**src/rtl/owbm_pkg.sv**
```systemverilog
package owbm_pkg;

	// Register file geometry
	localparam int unsigned NumRegs = 8;
	localparam int unsigned RegW    = 10;
	localparam int unsigned IdxW    = 3;

	typedef logic [RegW-1:0] reg_t;
	typedef logic [1:0]      op_t;
	typedef logic [3:0]      phase_t;

	// Operation codes
	localparam op_t OpTick  = 2'd0;
	localparam op_t OpReset = 2'd1;
	localparam op_t OpWrite = 2'd2;
	localparam op_t OpRead  = 2'd3;

	// Phase codes; each active phase times out on the register at (phase - 1)
	localparam phase_t PhIdle   = 4'd0;
	localparam phase_t PhRstLow = 4'd1;
	localparam phase_t PhRstWt  = 4'd2;
	localparam phase_t PhRstRec = 4'd3;
	localparam phase_t PhWrLow  = 4'd4;
	localparam phase_t PhWrHold = 4'd5;
	localparam phase_t PhRdLow  = 4'd6;
	localparam phase_t PhRdWt   = 4'd7;
	localparam phase_t PhRdRec  = 4'd8;

	// Register defaults in microsecond ticks
	localparam reg_t RegDefaults [NumRegs] = '{
		10'd500, 10'd70, 10'd500, 10'd10, 10'd50, 10'd5, 10'd5, 10'd50
	};

endpackage

```
**src/rtl/one_wire_bus_master.sv**
```systemverilog
// 1-Wire bus master for reset with presence detect, byte write and byte read,
// least significant bit first. Each accepted item is one microsecond tick with
// the sampled line level; while idle it may also start a command. One result
// per item, one item per clock: the sequencer state is updated and the result
// registered at the same edge, so a result appears in the cycle after its item
// and the input stalls only while a registered result waits on out_stall.
// Slot timing comes from eight tick-count registers, which the user must write
// on the cfg port only while idle; the block does not enforce it. Only their
// low COUNT_BITS bits are compared with the tick counter; zero acts as one tick.
module one_wire_bus_master #(
	parameter int unsigned COUNT_BITS = 10
) (
	input  logic                      clk,
	input  logic                      arst_n,

	input  logic                      cfg_write,
	input  logic [owbm_pkg::IdxW-1:0] cfg_index,
	input  logic [owbm_pkg::RegW-1:0] cfg_data,

	input  logic                      in_valid,
	output logic                      in_stall,
	input  logic [1:0]                operation,
	input  logic [7:0]                write_byte,
	input  logic                      line_level,

	output logic                      out_valid,
	input  logic                      out_stall,
	output logic                      drive_low,
	output logic                      busy_res,
	output logic                      done_res,
	output logic                      presence_level,
	output logic [7:0]                read_result,
	output logic                      rejected
);

	localparam int unsigned WideW = (COUNT_BITS > owbm_pkg::RegW) ?
		COUNT_BITS : owbm_pkg::RegW;

	owbm_pkg::reg_t          regs_q [owbm_pkg::NumRegs];
	owbm_pkg::phase_t        phase_q;
	logic [COUNT_BITS-1:0]   tick_q;
	logic [2:0]              bit_q;
	logic [7:0]              shift_q;
	logic                    presence_q;
	logic [7:0]              read_byte_q;
	logic                    out_valid_q;
	logic                    drive_q;
	logic                    busy_q;
	logic                    done_q;
	logic                    rejected_q;

	logic                    accept;
	owbm_pkg::phase_t        ph;
	logic [2:0]              bi;
	logic [7:0]              sh;
	logic                    rej;
	logic                    drive;
	logic                    done;
	owbm_pkg::phase_t        ph_n;
	logic [COUNT_BITS-1:0]   tick_n;
	logic [2:0]              bit_n;
	logic [7:0]              shift_n;
	logic                    presence_n;
	logic [7:0]              read_byte_n;
	logic [owbm_pkg::IdxW-1:0] reg_sel;
	logic [WideW-1:0]        limit_wide;
	logic [COUNT_BITS-1:0]   limit;
	logic [COUNT_BITS-1:0]   tick_inc;
	logic [2:0]              bit_inc;

	// Hold the input while a registered result waits
	assign in_stall = out_valid_q && out_stall;
	assign accept   = in_valid && !in_stall;

	// Timeout register of the current phase, cut or widened to the counter
	assign reg_sel    = owbm_pkg::IdxW'(ph - 4'd1);
	assign limit_wide = WideW'(regs_q[reg_sel]);
	assign limit      = limit_wide[COUNT_BITS-1:0];
	assign tick_inc   = tick_q + COUNT_BITS'(1);
	assign bit_inc    = bi + 3'd1;

	// Start a command when idle, then advance the current phase by one tick
	always_comb begin
		ph          = phase_q;
		bi          = bit_q;
		sh          = shift_q;
		rej         = 1'b0;
		drive       = 1'b0;
		done        = 1'b0;
		tick_n      = tick_q;
		presence_n  = presence_q;
		read_byte_n = read_byte_q;

		if (phase_q == owbm_pkg::PhIdle) begin
			bi     = 3'd0;
			tick_n = '0;
			case (operation)
				owbm_pkg::OpReset: ph = owbm_pkg::PhRstLow;
				owbm_pkg::OpWrite: begin
					sh = write_byte;
					ph = owbm_pkg::PhWrLow;
				end
				owbm_pkg::OpRead: begin
					sh = 8'h00;
					ph = owbm_pkg::PhRdLow;
				end
				default: ;
			endcase
		end else if (operation != owbm_pkg::OpTick) begin
			rej = 1'b1;
		end

		ph_n    = ph;
		bit_n   = bi;
		shift_n = sh;

		unique case (ph) inside
			owbm_pkg::PhRstLow, owbm_pkg::PhRstWt, owbm_pkg::PhRstRec,
			owbm_pkg::PhWrLow, owbm_pkg::PhWrHold, owbm_pkg::PhRdLow,
			owbm_pkg::PhRdWt, owbm_pkg::PhRdRec: begin
				// Line drive for this tick
				if (ph == owbm_pkg::PhRstLow || ph == owbm_pkg::PhWrLow ||
				    ph == owbm_pkg::PhRdLow) begin
					drive = 1'b1;
				end else if (ph == owbm_pkg::PhWrHold) begin
					drive = !sh[bi];
				end

				if (tick_inc < limit) begin
					tick_n = tick_inc;
				end else begin
					tick_n = '0;
					unique case (ph)
						owbm_pkg::PhRstLow: ph_n = owbm_pkg::PhRstWt;
						owbm_pkg::PhRstWt: begin
							presence_n = line_level;
							ph_n       = owbm_pkg::PhRstRec;
						end
						owbm_pkg::PhRstRec: begin
							ph_n = owbm_pkg::PhIdle;
							done = 1'b1;
						end
						owbm_pkg::PhWrLow: ph_n = owbm_pkg::PhWrHold;
						owbm_pkg::PhWrHold: begin
							bit_n = bit_inc;
							if (bit_inc == 3'd0) begin
								ph_n = owbm_pkg::PhIdle;
								done = 1'b1;
							end else begin
								ph_n = owbm_pkg::PhWrLow;
							end
						end
						owbm_pkg::PhRdLow: ph_n = owbm_pkg::PhRdWt;
						owbm_pkg::PhRdWt: begin
							shift_n[bi] = sh[bi] | line_level;
							ph_n        = owbm_pkg::PhRdRec;
						end
						default: begin
							bit_n = bit_inc;
							if (bit_inc == 3'd0) begin
								read_byte_n = sh;
								ph_n        = owbm_pkg::PhIdle;
								done        = 1'b1;
							end else begin
								ph_n = owbm_pkg::PhRdLow;
							end
						end
					endcase
				end
			end
			default: ;
		endcase
	end

	// Write the timing registers
	always_ff @(posedge clk or negedge arst_n) begin
		if (!arst_n) begin
			for (int i = 0; i < owbm_pkg::NumRegs; i++) begin
				regs_q[i] <= owbm_pkg::RegDefaults[i];
			end
		end else if (cfg_write) begin
			regs_q[cfg_index] <= cfg_data;
		end
	end

	// Advance the sequencer on each transfer in
	always_ff @(posedge clk or negedge arst_n) begin
		if (!arst_n) begin
			phase_q     <= owbm_pkg::PhIdle;
			tick_q      <= '0;
			bit_q       <= 3'd0;
			shift_q     <= 8'h00;
			presence_q  <= 1'b1;
			read_byte_q <= 8'h00;
		end else if (accept) begin
			phase_q     <= ph_n;
			tick_q      <= tick_n;
			bit_q       <= bit_n;
			shift_q     <= shift_n;
			presence_q  <= presence_n;
			read_byte_q <= read_byte_n;
		end
	end

	// Result valid: set on a transfer in, drop once taken
	always_ff @(posedge clk or negedge arst_n) begin
		if (!arst_n) begin
			out_valid_q <= 1'b0;
		end else if (accept) begin
			out_valid_q <= 1'b1;
		end else if (!out_stall) begin
			out_valid_q <= 1'b0;
		end
	end

	// Register the per-tick flags
	always_ff @(posedge clk) begin
		if (accept) begin
			drive_q    <= drive;
			busy_q     <= (ph_n != owbm_pkg::PhIdle);
			done_q     <= done;
			rejected_q <= rej;
		end
	end

	assign out_valid      = out_valid_q;
	assign drive_low      = drive_q;
	assign busy_res       = busy_q;
	assign done_res       = done_q;
	assign rejected       = rejected_q;
	// Status registers change only on a transfer in, so they serve as outputs
	assign presence_level = presence_q;
	assign read_result    = read_byte_q;

endmodule
```
**config.mk**
```make
export PLATFORM = sky130hd
export DESIGN_NAME = one_wire_bus_master
export DESIGN_NICKNAME = d
export VERILOG_FILES = /design/src/rtl/owbm_pkg.sv /design/src/rtl/one_wire_bus_master.sv
export SDC_FILE = /design/constraint.sdc
export NUM_CORES = 1
export LEC_CHECK = 0
export BUFFER_PORTS_ARGS = -buffer_cell sky130_fd_sc_hd__clkbuf_2
export CORE_ASPECT_RATIO = 1.25
export CORE_MARGIN = 2
export CORE_UTILIZATION = 40
export DETAILED_ROUTE_END_ITERATION = 7
export GPL_TIMING_DRIVEN = 1
export RECOVER_POWER = 25
export SETUP_SLACK_MARGIN = 0.3
export SLEW_MARGIN = 10
export SYNTH_ARGS = -nofsm -noshare
export SYNTH_HDL_FRONTEND = slang
export SYNTH_SLANG_ARGS = --single-unit
```
**constraint.sdc**
```tcl
create_clock -name clk -period 6.3 [get_ports clk]
set_clock_uncertainty 0.15 [all_clocks]
set_input_delay 0.315 -clock clk [delete_from_list [all_inputs] [get_ports clk]]
set_output_delay 0.315 -clock clk [all_outputs]
set_load 0.01 [all_outputs]
```
==> flow_summary.json <==
{
  "run_status": "complete, but fails checks",
  "failed_checks": "max-capacitance violations, max-slew violations",
  "timing.fmax_ghz": 0.193,
  "start_util": 0.408,
  "synth_edf_count": 4,
  "async_reset_ff_frac": 0.966,
  "hold_viol_final": 0,
  "vdd_ir_drop_max_v": 0.000209,
  "grt_use_total": 0.180,
  "worstMarginPinSlew_ns": 2.02,
  "areaGrowthSynthToFinish_pct": 16.9,
  "hpwl_um": 9830,
  "yosys.area.top_type_share": 0.343,
  "die_y_um": 145,
  "grt_pass1_vias": 4656,
  "crit_fanout": 16,
  "ys_seq_area_frac": 0.478,
  "avgSynthCellArea_sq_um": 12.3,
  "die_x_um": 117,
  "route.detailed.drc": 0,
  "cp_slowest_cell": "ha_1",
  "num_io_pins": 44,
  "rsz0062_at_grt": "false",
  "drv_cap": 1,
  "portBuffers": 43,
  "critPathMaxStageDelay_ns": 0.83,
  "syn_area_sq_um": 6350,
  "clockRootBuffer": "clkbuf_16",
  "antennaDiodeCount": 0,
  "cts.clk_slew.worst_paths_ns": 0.05,
  "relSlewSlack": -0.345,
  "antenna_found_initial": 0,
  "synth_seq_cells": 119,
  "routabilityCongestion": 0.891,
  "reg2reg_from": "phase_q[0]",
  "dpl.cell_count": 759,
  "worstPathRequired_ns": 6.45,
  "arrival_ns": 5.34,
  "hold_path_end": "presence_level",
  "rows": 51,
  "cts_buffers": 17,
  "synthTopCellsByCount": "dfrtp_1, mux2_2, nand2_1, dfstp_2, nor2_1",
  "startpoint_type": "register",
  "core_sq_um": 15600,
  "synthTopCellsByArea": "dfrtp_1, mux2_2, dfstp_2",
  "yosysMostFrequentCell": "dfrtp_1",
  "crit_type": "reg2reg",
  "p_per_area_nw_per_um2": 425,
  "endpoint_kind": "register",
  "worstHoldStart": "line_level",
  "r2r_cells": 13,
  "layout.nets": 614,
  "routedWlPerCell_um": 17.8,
  "cp_cell_sequence": "nor4_4 > a31oi_1 > ha_1 > mux4_2 > mux2i_1 > ha_1 > nand2_1 > o21ai_0 > a211oi_1 > a21oi_1 > nand3_2 > nor3_4 > mux2_1",
  "drive_gt1_frac": 0.380,
  "cp_common_cell": "ha_1",
  "dr.pass1.iters": 6,
  "min_period_over_period": 0.824,
  "vias_per_cell": 5.45,
  "die_area_sq_um": 16900,
  "finalSetupViolCount": 0,
  "r2r_slack_ns": 1.11,
  "final_max_slew_viol_count": 35,
  "syn_nets": 561,
  "vias": 4326,
  "final_cells": 794,
  "ys_types": 64,
  "drt-initial-drc-count": 204,
  "min_path_cells": 2,
  "synth_top_cell_by_area": "dfrtp_1",
  "syn_inst": 516,
  "grt_pass1_wl_um": 23200,
  "rr_endpoint": "read_result[4]",
  "period_minus_slack_ns": 5.19,
  "clk_path_buf_depth": 2,
  "insertion_delay_ns": 0.42,
  "wirelength_um": 14100,
  "synth_flop_cell": "dfrtp_1",
  "synth_warnings": 0,
  "p_leak_uw": 0.00317,
  "antenna_left": 0,
  "grt_max_degree": 83,
  "hold_class": "in2reg",
  "overflow": 0,
  "cts.sink_count": 119,
  "cts_tree": "built",
  "fin_tns_setup_ns": 0,
  "htreeDepth": 4
}
-- how the worst max path moves through the flow --
stage                     startpoint        endpoint  slack [ns]  cells after the start
after floorplan           phase_q[0]        busy_res        1.60                     17
after global placement    phase_q[0]  read_result[4]        1.20                     13
after detailed placement  phase_q[0]  read_result[4]        1.04                     13
after CTS                 phase_q[0]  read_result[4]        1.02                     13
after global routing      phase_q[0]  read_result[4]        0.59                     13
final                     phase_q[0]  read_result[4]        1.11                     13
-- layout make-up --
cell class / instances / area (sq um)
Sequential cell: 119 / 3030
Fill cell: 1471 / 8150
Tap cell: 212 / 265
Multi-Input combinational cell: 356 / 3150
Inverter: 21 / 78.8
Timing Repair Buffer: 54 / 288
Clock buffer: 22 / 485
Clock inverter: 10 / 116
-- metrics by stage --
step	hold slack (ns)	instance area [sq um]	power [uW]	setup WS, ns	utilization
2_1_floorplan	-0.131	6350	1900	1.60	-
3_3_place_gp	0.164	6810	2160	1.20	0.437
3_5_place_dp	0.162	6810	2200	1.04	0.437
4_1_cts	0.0145	7440	3190	1.02	0.478
5_1_grt	0.0202	7420	3340	0.592	0.477
6_report	0.0224	7420	3150	1.11	0.477
-- cells in the final DEF (no fill, tap or decap), types with 6 or more instances in the layout --
| cell type | Yosys | layout |
|---|---|---|
| dfstp_2 | 28 | 28 |
| clkbuf_2 | 0 | 41 |
| clkbuf_1 | 11 | 8 |
| clkbuf_16 | 0 | 18 |
| dfrtp_1 | 87 | 87 |
| nand3_1 | 13 | 13 |
| nor3_1 | 9 | 9 |
| nand2_1 | 48 | 48 |
| mux2i_1 | 20 | 20 |
| a21oi_1 | 14 | 14 |
| ha_1 | 16 | 16 |
| o21ai_0 | 17 | 17 |
| mux2_2 | 82 | 82 |
| nor2_1 | 22 | 22 |
| inv_1 | 20 | 20 |
| a22o_1 | 6 | 6 |
| o311ai_1 | 6 | 6 |
| mux4_2 | 20 | 20 |
-- layer usage --
metal,share of wire,global-route usage,vias up
li1,-,-,2036
met1,0.41,0.206,2186
met2,0.54,0.325,81
met3,0.031,0.0362,23
met4,0.018,0.0768,0
met5,0,0,-
-- sequential cells by signal (all words and copies together), names as in the netlist --
signal          count
drive_low           1
presence_level      1
bit_q               3
rejected            1
shift_q             8
busy_res            1
read_result         8
done_res            1
regs_q             80
phase_q             4
out_valid           1
tick_q             10
-- cells by family (layout without fill, tap and decap cells) --
kind of cell,Yosys count,after routing,synth area share
buffers and inverters,41,107,0.0284
xor gates and xnor gates,6,6,0.00828
DFF,119,119,0.478
muxes,126,126,0.257
AOI/OAI and AO/OA,77,77,0.0845
and+or+nand+nor,131,131,0.113
adders and majority gates,16,16,0.0315
-- repair_timing --
item	4_1_cts	5_1_grt
endpoints found under the hold margin	31	0
hold buffers	3	0
gates resized for setup	0	0
setup buffers	0	0
setup endpoints to repair	0	0
-- worst max-delay path: cells and delay by family (launching register included) --
family,cells,cell delay (ns)
AOI/OAI and AO/OA,4,1.13
adders and majority gates,2,1.02
DFF,1,0.48
muxes,3,1.01
and+or+nand+nor,4,1.26
-- power by group --
part	switching (uW)	internal [uW]
Clock	347	627
Sequential	117	972
Combinational	569	518
Note: power is estimated with default switching activity, not from simulation.
